[src/rtl/salc_pkg.sv]
// Package for the set-associative LRU cache simulator.
// Types and constants shared by the front, queue and back modules.
package salc_pkg;

  localparam int unsigned MaxSetsDef  = 64;
  localparam int unsigned MaxWaysDef  = 8;
  localparam int unsigned AgeWidthDef = 8;
  localparam int unsigned AddrWidth   = 64;
  localparam int unsigned CntWidth    = 32;

  typedef enum logic [1:0] {
    OP_LOAD   = 2'd0,
    OP_STORE  = 2'd1,
    OP_MODIFY = 2'd2,
    OP_NONE   = 2'd3
  } op_e;

  typedef enum logic [1:0] {
    OUT_HIT   = 2'd0,
    OUT_MISS  = 2'd1,
    OUT_EVICT = 2'd2,
    OUT_RSVD  = 2'd3
  } outcome_e;

  typedef enum logic [1:0] {
    CFG_SET_BITS   = 2'd0,
    CFG_WAYS       = 2'd1,
    CFG_BLOCK_BITS = 2'd2,
    CFG_RSVD       = 2'd3
  } cfg_idx_e;

  typedef enum logic [1:0] {
    ST_CLEAR  = 2'd0,
    ST_IDLE   = 2'd1,
    ST_READ   = 2'd2,
    ST_UPDATE = 2'd3
  } back_st_e;

  typedef struct packed {
    logic [1:0]           operation;
    logic [AddrWidth-1:0] address;
  } req_t;

  typedef struct packed {
    logic [1:0]          outcome;
    logic                last_of_access;
    logic [CntWidth-1:0] hit_total;
    logic [CntWidth-1:0] miss_total;
    logic [CntWidth-1:0] evict_total;
  } rsp_t;

  typedef struct packed {
    logic [1:0]           cfg_index;
    logic [CntWidth-1:0]  cfg_data;
  } cfg_t;

  // One pass through the set: block-aligned address already shifted.
  typedef struct packed {
    logic [AddrWidth-1:0] above;
    logic                 last;
  } pass_t;

endpackage

[src/rtl/salc_queue.sv]
// Two-entry queue between front and back ends.
// Depends on salc_pkg.
module salc_queue (
  input  logic            clk_i,
  input  logic            rst_ni,
  input  logic            in_valid_i,
  output logic            in_ready_o,
  input  salc_pkg::pass_t in_i,
  output logic            out_valid_o,
  input  logic            out_ready_i,
  output salc_pkg::pass_t out_o
);
  import salc_pkg::*;

  pass_t      ent_q [2];
  logic       rd_q, wr_q;
  logic [1:0] cnt_q;
  logic       push, pop;

  assign in_ready_o  = cnt_q != 2'd2;
  assign out_valid_o = cnt_q != 2'd0;
  assign out_o       = ent_q[rd_q];
  assign push        = in_valid_i && in_ready_o;
  assign pop         = out_valid_o && out_ready_i;

  always_ff @(posedge clk_i or negedge rst_ni) begin
    if (!rst_ni) begin
      rd_q  <= 1'b0;
      wr_q  <= 1'b0;
      cnt_q <= 2'd0;
    end else begin
      if (push) wr_q <= !wr_q;
      if (pop) rd_q <= !rd_q;
      cnt_q <= cnt_q + {1'b0, push} - {1'b0, pop};
    end
  end

  always_ff @(posedge clk_i) begin
    if (push) ent_q[wr_q] <= in_i;
  end
endmodule

[config.mk]
export PLATFORM = sky130hd
export DESIGN_NAME = salc_queue
export DESIGN_NICKNAME = d
export VERILOG_FILES = /design/src/rtl/salc_pkg.sv /design/src/rtl/salc_queue.sv
export SDC_FILE = /design/constraint.sdc
export NUM_CORES = 1
export LEC_CHECK = 0
export ABC_AREA = 1
export BUFFER_PORTS_ARGS = -buffer_cell sky130_fd_sc_hd__buf_4
export CAP_MARGIN = 20
export CORE_ASPECT_RATIO = 1.2
export CORE_MARGIN = 5
export CORE_UTILIZATION = 56
export DETAILED_ROUTE_END_ITERATION = 8
export MAX_ROUTING_LAYER = met4
export PLACE_DENSITY = 0.85
export SLEW_MARGIN = 0
export SYNTH_ARGS = -nofsm -noshare
export SYNTH_HDL_FRONTEND = slang
export SYNTH_SLANG_ARGS = --single-unit
[constraint.sdc]
create_clock -name clk_i -period 5.7 [get_ports clk_i]
set_input_delay 0.855 -clock clk_i [delete_from_list [all_inputs] [get_ports clk_i]]
set_output_delay 0.855 -clock clk_i [all_outputs]
set_load 0.01 [all_outputs]
== Word level (Yosys, flattened, before mapping) ==
Memory sizes are Yosys's and may differ from the RTL's.
Index checks and enable logic that the tools add are counted.

* Bits in registers: 4
* Bits in latches: 0
* RAM bits: 130
* Bits in read-only memories: 0
* Logic and storage cells: 14
* Memories kept: 1

* $add $sub $neg: 2
* $mul: 0
* Div/mod/pow operators: 0
* $lt $le $gt $ge: 0
* Equal/unequal tests: 1
* Shift-type cells: 0
* Mux-type cells: 2
* Bitwise operators: 0
* Reduce and logical (&&, ||, !) cells: 5

{| class="wikitable"
|+ Memory list
! memory !! words !! bits a word !! rd ports !! clocked after memory_dff !! write ports !! RTL line !! text
|-
| ent_q || 2 || 65 || 1 || 0 || 1 || salc_queue.sv:15 || <nowiki>pass_t ent_q [2];</nowiki>
|}

{| class="wikitable"
|+ Operator list
! cell !! number
|-
| 2-bit by 1-bit adder with 2-bit output || 1
|-
| 1-bit logical AND || 2
|-
| 1-bit zero test || 2
|-
| 1-bit two-way mux || 2
|-
| 2-bit != test, second input constant || 1
|-
| 2-bit nonzero test || 1
|-
| 2-bit by 1-bit subtractor with 2-bit output || 1
|}

== Longest topological paths before layout ==
* Word-level depth: 4
* Gate-level depth with buffers: 12
* Mapped depth without buffers: 12

== Least setup slack after synthesis ==
No wires, ideal clock.

* Path type: input port to flip-flop
* Start: in in_valid_i
* End: mem ent_q[1][0] (netlist name) (enable)
* Setup time: 490 ps
* Data arrival time: 3702 ps
* Slack: 1508 ps
* Stages on the path: 2
* Cell sequence: nand2_1 -> nor2_1

* Cells in the longest elaborated chain, start to end: 3

{| class="wikitable"
|+ RTL lines
! element !! RTL line !! text
|-
| start: declaration || salc_queue.sv:6 || <nowiki>input logic in_valid_i,</nowiki>
|-
| 1-bit logical AND || salc_queue.sv:23 || <nowiki>assign push = in_valid_i && in_ready_o;</nowiki>
|-
| 1-bit two-way mux || salc_queue.sv:39 || <nowiki>if (push) ent_q[wr_q] <= in_i;</nowiki>
|-
| 1-bit two-way mux (not written as such) || salc_queue.sv:39 ||
|-
| end: declaration || salc_queue.sv:15 ||
|}

No other way between the ends.

==> metrics.cfg <==
[finish]
fill_cells=515
finalNonFillerCells=644
synthToLayoutAreaGrowth_pct=34.81
drive_above_1_share=0.3283
nets=585
final_area_um2=6701
fin_util=0.7783
antenna_cells=0

[grt]
grt_pass1_wl_um=16230
grt_max_degree=67
grt-ovfl-total=0
grt_pass1_vias=3346
antenna_found_initial=0
grt_use_total=0.2081

[timing]
fmax_mhz=369.1
layout_setup_ws_ps=2991
tightest_slew_ps=886.6
whs_ps=142.4
slew_headroom=0.4075
period_share=0.4753
fin_crit_ps=2709
rsz0062_at_grt=false
finalSetupViolCount=0
finalHoldViolCount=0
skew_ps=5.760
tns_ps=0
drv_slew=0

[worst_setup_path]
critPathKind=register to output port
r2r-start=cnt_q[0]
timing.critical_path.from=rd_q
endpoint_kind=output port
start_kind=register
crit_fanout=42
worstPathArrival_ps=1850
ff2ff_setup_slack_ps=3270
required_ps=4850

[logic_synthesis]
netlist_top_cells_area=edfxtp_1 79%, nand2_1 15%, dfrtp_1 2.0%
yosys_warnings=0
yosysSeqAreaShare=0.8054
synth_top_cells_by_count=204 x nand2_1, 130 x edfxtp_1, 7 x buf_4, 7 x inv_1, 5 x nor2_1
synth_cell_type_count=15
synth_most_common_cell=nand2_1
ys.flop_type=edfxtp_1
avgSynthCellArea_um2=13.40
yosysTopAreaCell=edfxtp_1
ys_seq_elements=134
syn_nets=441
syn_area_um2=4971
synthArstFlopShare=0.02985
synthCells=371
yosysTopAreaCellShare=0.7853
synth_edf_count=130

[floorplanning]
die_area_um2=10870
start_util=0.5773
rows=37
ios=136
dieWidth_um=96.01
dieHeight_um=113.2
core_region_area_um2=8611

[clock_network]
cts_setup_buffers=0
cts_tree=built
cts_resized=0
htree_levels=4
clkLatencyLatePin_ps=500
path_clk_slew_ps=60
cts_hold_buf=0
clkSinkCount=134
cts_buffers=17
cts_root_buf=clkbuf_8
ctsLongestPathBuffers=2

[routing]
wl_met3_um=652
drc=0
vias_per_cell=4.978
ant_nets=0
drt_iter0_drc=198
dr_wl_met2_um=5778
vias=3206
top_layer=met4
first_pass_iters=4
routed_wl_um=10340
wl_met1_um=3669
wl_per_cell_um=16.05

[power]
finalPower_mw=3.728
p_leak_nw=2.904
ir_worst_vdd_uv=430.7
cellPowerDensity_nw_per_um2=556.3

[job]
cap_violations=0

[placement]
hpwl_um=6436
placed_cells=612
dpl_cell_area_um2=6058
dpl_worst_slack_ps=2922
port-buffer-count=135
place_congestion=0.7226

[hold_path]
worstHoldPathType=primary input to async pin

[status]
status=finished clean

-- routing by layer --
layer  up-vias  global-route usage
met5         -                   -
met2       134              0.3478
met3        20             0.04854
li1       1533                   -
met1      1519              0.2318
met4         0             0.09962
-- placed cells by master, fill, tap and decap left out, types with 2 or more instances in the layout --
| cell type | synthesis | routed |
|---|---|---|
| nor2_1 | 5 | 3 |
| nand2_1 | 204 | 204 |
| nor2_4 | 0 | 2 |
| nand3_1 | 2 | 2 |
| dfrtp_1 | 4 | 3 |
| clkinv_4 | 0 | 3 |
| inv_1 | 7 | 7 |
| clkbuf_16 | 0 | 16 |
| buf_4 | 7 | 138 |
| edfxtp_1 | 130 | 130 |
| bufinv_16 | 0 | 5 |
| clkinv_2 | 0 | 4 |
-- layout make-up --
type                    count  area, um^2  share of cell area
clock inverters            13       205.2             0.03062
flip-flops and latches    134        4005              0.5976
repair buffers            139        1056              0.1576
well taps                 117       146.4             0.02184
multi-input cells         215       840.8              0.1255
clock buffers              18       417.9             0.06236
inverters                   8       30.03            0.004481
-- worst max-delay path, stage by stage (launching register included) --
cell     delay, ps
dfrtp_2        400
inv_2          340
buf_12         270
nand2_1        110
nand2_1         90
buf_4          120
-- sequential cells by signal, indices dropped and copies added (netlist names) --
signal,flops
ent_q,130
cnt_q,2
wr_q,1
rd_q,1
-- power by group --
| part | switching, mW | internal (mW) | leakage, nW |
|---|---|---|---|
| Sequential | 0.0623 | 1.35 | 1.25 |
| Combinational | 0.711 | 0.475 | 1.34 |
| Clock | 0.379 | 0.752 | 0.309 |
-- cell families (layout without fill, tap and decap cells) --
| group | count (synthesis) | count (layout) | synth area share |
|---|---|---|---|
| buffers and inverters | 22 | 178 | 0.02844 |
| xor gates and xnor gates | 1 | 1 | 0.001762 |
| AOI/OAI and AO/OA | 2 | 2 | 0.002012 |
| DFF | 134 | 134 | 0.8054 |
| adders and majority gates | 1 | 1 | 0.002517 |
| and+or+nand+nor | 211 | 211 | 0.1598 |
-- path summary, 6_finish.rpt --
kind	to	depth (start not counted)
min in group clk_i	ent_q[0][8]	1
setup / recovery	out_o[13]	5
hold / removal	rd_q	1
max in group asynchronous	rd_q	1
setup reg to reg	ent_q[0][41]	5
hold reg to reg	cnt_q[0]	1
No activity file was read; power rests on OpenSTA's default activity.
