$ cat config.mk
export PLATFORM = sky130hd
export DESIGN_NAME = salc_front
export DESIGN_NICKNAME = d
export VERILOG_FILES = /design/src/rtl/salc_pkg.sv /design/src/rtl/salc_front.sv
export SDC_FILE = /design/constraint.sdc
export NUM_CORES = 1
export LEC_CHECK = 0
export ABC_CLOCK_PERIOD_IN_PS = 6500
export BUFFER_PORTS_ARGS = -buffer_cell sky130_fd_sc_hd__buf_2
export CORE_MARGIN = 5
export CORE_UTILIZATION = 50
export DETAILED_ROUTE_END_ITERATION = 10
export PLACE_DENSITY = 0.85
export SLEW_MARGIN = 30
export SYNTH_ARGS = -nofsm -noshare
export SYNTH_HDL_FRONTEND = slang
export SYNTH_SLANG_ARGS = --single-unit
$ cat constraint.sdc
create_clock -name clk_i -period 6.5 [get_ports clk_i]
set_clock_uncertainty 0.2 [all_clocks]
set_input_delay 0 -clock clk_i [delete_from_list [all_inputs] [get_ports clk_i]]
set_output_delay 0 -clock clk_i [all_outputs]
set_load 0.05 [all_outputs]
$ cat src/rtl/salc_pkg.sv
// Package for the set-associative LRU cache simulator.
// Types and constants shared by the front, queue and back modules.
package salc_pkg;

  localparam int unsigned MaxSetsDef  = 64;
  localparam int unsigned MaxWaysDef  = 8;
  localparam int unsigned AgeWidthDef = 8;
  localparam int unsigned AddrWidth   = 64;
  localparam int unsigned CntWidth    = 32;

  typedef enum logic [1:0] {
    OP_LOAD   = 2'd0,
    OP_STORE  = 2'd1,
    OP_MODIFY = 2'd2,
    OP_NONE   = 2'd3
  } op_e;

  typedef enum logic [1:0] {
    OUT_HIT   = 2'd0,
    OUT_MISS  = 2'd1,
    OUT_EVICT = 2'd2,
    OUT_RSVD  = 2'd3
  } outcome_e;

  typedef enum logic [1:0] {
    CFG_SET_BITS   = 2'd0,
    CFG_WAYS       = 2'd1,
    CFG_BLOCK_BITS = 2'd2,
    CFG_RSVD       = 2'd3
  } cfg_idx_e;

  typedef enum logic [1:0] {
    ST_CLEAR  = 2'd0,
    ST_IDLE   = 2'd1,
    ST_READ   = 2'd2,
    ST_UPDATE = 2'd3
  } back_st_e;

  typedef struct packed {
    logic [1:0]           operation;
    logic [AddrWidth-1:0] address;
  } req_t;

  typedef struct packed {
    logic [1:0]          outcome;
    logic                last_of_access;
    logic [CntWidth-1:0] hit_total;
    logic [CntWidth-1:0] miss_total;
    logic [CntWidth-1:0] evict_total;
  } rsp_t;

  typedef struct packed {
    logic [1:0]           cfg_index;
    logic [CntWidth-1:0]  cfg_data;
  } cfg_t;

  // One pass through the set: block-aligned address already shifted.
  typedef struct packed {
    logic [AddrWidth-1:0] above;
    logic                 last;
  } pass_t;

endpackage

$ cat src/rtl/salc_front.sv
// Front end: accepts requests, drops unknown ops, splits modify into two passes.
// Depends on salc_pkg.
module salc_front (
  input  logic                clk_i,
  input  logic                rst_ni,
  input  logic                req_valid_i,
  output logic                req_ready_o,
  input  salc_pkg::req_t      req_i,
  input  logic [4:0]          block_bits_i,
  output logic                pass_valid_o,
  input  logic                pass_ready_i,
  output salc_pkg::pass_t     pass_o
);
  import salc_pkg::*;

  logic                 second_q, second_d;
  logic [AddrWidth-1:0] above_q, above_d;
  logic                 acc;

  assign req_ready_o = !second_q && pass_ready_i;
  assign acc = req_valid_i && req_ready_o;

  always_comb begin
    second_d     = second_q;
    above_d      = above_q;
    pass_valid_o = 1'b0;
    pass_o.above = req_i.address >> block_bits_i;
    pass_o.last  = 1'b1;
    if (second_q) begin
      pass_valid_o = 1'b1;
      pass_o.above = above_q;
      if (pass_ready_i) second_d = 1'b0;
    end else if (req_valid_i && op_e'(req_i.operation) != OP_NONE) begin
      pass_valid_o = 1'b1;
      if (op_e'(req_i.operation) == OP_MODIFY) begin
        pass_o.last = 1'b0;
        if (acc) begin
          second_d = 1'b1;
          above_d  = pass_o.above;
        end
      end
    end
  end

  always_ff @(posedge clk_i or negedge rst_ni) begin
    if (!rst_ni) begin
      second_q <= 1'b0;
    end else begin
      second_q <= second_d;
    end
  end

  always_ff @(posedge clk_i) begin
    above_q <= above_d;
  end
endmodule

After elaboration in Yosys (flattened, before gate mapping)
Index checks and enable logic that the tools add are counted.

storage, ports and cells
  bits in registers = 65
  bits in latches = 0
  bits in writable memories = 0
  ROM bits = 0
  bits of input ports = 75
  output and inout port bits = 67
  logic and storage cells = 22
  memories = 0

cells by class
  add/subtract/negate cells = 0
  $mul = 0
  divide/modulo/power cells = 0
  order comparisons = 0
  equality and inequality tests = 2
  shift operators = 1
  multiplexer cells = 11
  bitwise logic cells = 1
  reductions and logical operators = 5

operators by type and width
  kind                                           count
  64-bit 2-to-1 mux                              1
  64-bit by 5-bit >> shifter with 64-bit output  1
  1-bit 2-to-1 mux                               10
  4-bit AND reduction                            1
  1-bit logical AND                              3
  2-bit equality test, second input constant     1
  2-bit != test, second input constant           1
  1-bit zero test                                1
  1-bit NOT                                      1

Longest topological paths before layout
  depth in word-level cells = 7
  mapped depth = 9
  depth with buffers taken out = 5

Worst setup path before layout
OpenSTA, ideal clock, no wires.

  path kind = input-to-output
  from = input port block_bits_i[0]
  to = output port pass_o[17] in the netlist's numbering
  arrival time = 2882 ps
  required time = 6300 ps
  path slack = 3418 ps
  stages on the path = 7
  path buffers = 3
  cells stage by stage = buf_4 -> inv_2 -> buf_2 -> buf_2 -> mux2i_1 -> o22ai_1 -> o41ai_1

RTL lines
  what                RTL line          RTL
  start: declaration  salc_front.sv:9   input logic [4:0] block_bits_i,
  end: declaration    salc_front.sv:12  output salc_pkg::pass_t pass_o

==> out/results.ini <==
[run_status]
status = complete, no violations

[place]
post_dp_cell_area_um2 = 7850
dp_hpwl_um = 18000
io_buffers = 141
gp_congestion = 1.06

[power_and_ir_drop]
power_frac_seq_pct = 25.9
p_sw_w = 0.000733
comb_power_share_pct = 43.9
swShare_pct = 39.2
ir_drop_uv = 123
pwr-share-clk_pct = 30.2
power.density_nw_per_um2 = 227
p_int_w = 0.00113
leakagePower_nw = 3.12

[setup_path]
r2r-start = second_q
arrival_ps = 3240
cpPeakStageDelay_ps = 870
critPathLaunch = block_bits_i[0]
cp-start-kind = input pin
cpMostUsedCell = buf_2
r2r_setup_slack_ps = 4040
path_cells = buf_2 > buf_4 > clkinv_2 > mux2i_1 > o22ai_1 > a211oi_1 > mux2_2 > buf_2
cp_max_fo = 54
cp_slowest_cell = clkinv_2
worstPathRequired_ps = 6300
end_kind = output pin
path_class = input pin to output pin

[floorplan]
fp.dieW_um = 130
core_area_um2 = 14000
dieArea_um2 = 16800
io_pins = 142
row_count = 43
die_h_um = 130
start_util_pct = 51.3

[synthesis]
syn-instance-count = 679
yosys.area_share.simple_pct = 12.2
muxShareOfSynthArea_pct = 40.5
synth-seq-cells = 65
synth_nets = 754
ys_warn_count = 0
synth.yosys.seq_area_share_pct = 27.1
synthArstFlopShare_pct = 1.54
synth_top_family_by_area = multiplexers
syn_area_um2 = 7170
synthTopCellsByArea = edfxtp_1 (27%), mux4_2 (18%), mux2_2 (15%)
yosys.cell_types.count = 60
synth_compound_area_share_pct = 15.3
synth.largest_area_cell = edfxtp_1
yosys.area.top_type_share_pct = 26.8
synth-xor-area-share_pct = 0
syn_area_per_cell_um2 = 10.6
synth_edf_count = 64
synth_flop_cell = edfxtp_1
synth_adder_area_share_pct = 0

[global_routing]
gr-total-overflow = 0
grt_pass1_vias = 6344
grt_max_degree = 70
antenna_found_initial = 0
grt_pass1_wl_um = 36400
globalRouteTotalUtil_pct = 27.9

[clock_network]
clock_path_buffers = 2
clk_latency_ps = 330
cts_sinks = 65
clock-root-buffer = clkbuf_16
cts_htree_levels = 3
cts_buffers = 9
cts_tree = yes
cts.repair.resized = 0
clk_pin_slew_ps = 50

[sta]
slew_headroom_pct = 33.3
worst_pin_slew_ps = 998
holdWs_ps = 79.7
finalSetupTns_ps = 0
fmax_mhz = 291
hold_viol = 0
period_share_pct = 52.9
fin_crit_ps = 3440
drv_slew = 0
finalSetupViolCount = 0
rsz0062_at_grt = no

[layout]
finalNetCount = 857
drive_gt1_share_pct = 42.4
antennaDiodeCount = 0
stdcell_area_um2 = 8230
area_delta_synth_final_pct = 14.7

[detailed_routing]
vias_per_cell = 7.07
avgRoutedWirePerCell_um = 25.1
detail_route.iter0.violations = 932
wl_um = 24300
antenna_left = 0
first_pass_iters = 5
vias = 6840
route.detailed.drc = 0

[min_path]
min_path_type = input pin to flop
holdCritStartpoint = req_i[63]

[flow_run]
maxCapViolCount = 0

-- flip-flops by register name, summed over array words and instances, names as in the netlist --
name / flops
above_q: 64
second_q: 1
-- placed cells by master, fill, tap and decap left out, types with 4 or more instances in the layout --
cell,n
o221ai_1,5
a31oi_1,6
buf_2,140
a21oi_1,13
edfxtp_1,64
o2bb2ai_1,5
mux2_1,5
nand2b_1,7
or2_2,5
or3_1,4
nor2b_1,10
o41ai_1,6
inv_1,4
a22oi_1,9
o21ai_0,13
a211oi_1,15
nand3_1,14
mux2_2,94
mux4_2,57
nor3_1,13
buf_4,10
o22ai_1,38
and2_1,9
o31ai_1,8
nand2_1,59
nor2_1,53
clkbuf_16,9
o32ai_1,8
mux2i_1,49
-- per-stage QoR --
stage               total power, W  util (%)  std cells  setup WS, ps
finish                     0.00187      58.8        967          3060
CTS                        0.00185      58.8        967          3190
floorplan                  0.00109         -        679          3420
global placement           0.00128      56.1        948          3250
global route               0.00192      58.8        967          2860
detailed placement         0.00129      56.1        948          3200
-- power by group through the flow --
| stage | sequential [W] | clock [W] | combinational (W) |
|---|---|---|---|
| finish | 0.000484 | 0.000563 | 0.000821 |
| global route | 0.000484 | 0.000583 | 0.000855 |
| CTS | 0.000484 | 0.000565 | 0.000804 |
| detailed placement | 0.000492 | 0 | 0.000798 |
| global placement | 0.000492 | 0 | 0.000792 |
| floorplan | 0.000492 | 0 | 0.000595 |
-- worst paths after layout --
path | end | cells past startpoint
worst max-delay path | pass_o[12] | 8
max in group asynchronous | second_q | 3
worst min register to register | second_q | 3
min in group asynchronous | second_q | 3
worst min-delay path | above_q[47] | 4
worst max register to register | above_q[50] | 4
-- cells in the mapped netlist (13+ instances only) --
library cell and number:
mux2_2 94, edfxtp_1 64, nand2_1 59, mux4_2 57
nor2_1 53, mux2i_1 49, o22ai_1 38, clkbuf_1 23
a211oi_1 15, buf_2 15, nand3_1 14, a21oi_1 13
nor3_1 13, o21ai_0 13
-- what timing repair did --
action | 4_1_cts | 5_1_grt
hold buffers | 3 | 0
setup buffers | 0 | 0
setup endpoints to repair | 0 | 0
hold endpoints to repair | 2 | 0
-- critical path: cells and delay by family --
family,cells,cell delay (ps)
buffers and inverters,4,1690
multiplexers,2,900
AO/OA/AOI/OAI,2,590
-- kinds of logic (layout without fill, tap and decap cells) --
group	after synthesis	after routing
AOI/OAI and AO/OA	152	152
buffers and inverters	68	176
DFF	65	65
muxes	206	206
and+or+nand+nor	188	188
-- per-layer routing --
metal / up-vias / wire (µm) / global-route usage (%)
met5: - / 0 / 0
met1: 3312 / 9860 / 41.0
li1: 2934 / - / -
met3: 51 / 3410 / 8.43
met4: 0 / 445 / 5.99
met2: 543 / 10500 / 41.1
-- final cells by class --
cell class / count / area (µm²)
clock inverter: 5 / 103
multi-input combinational: 546 / 4880
inverter: 7 / 27.5
sequential: 65 / 1950
clock buffer: 11 / 243
timing repair buffer: 153 / 806
fill: 1200 / 5760
tap: 180 / 225
Note: power is estimated with default switching activity, not from simulation.
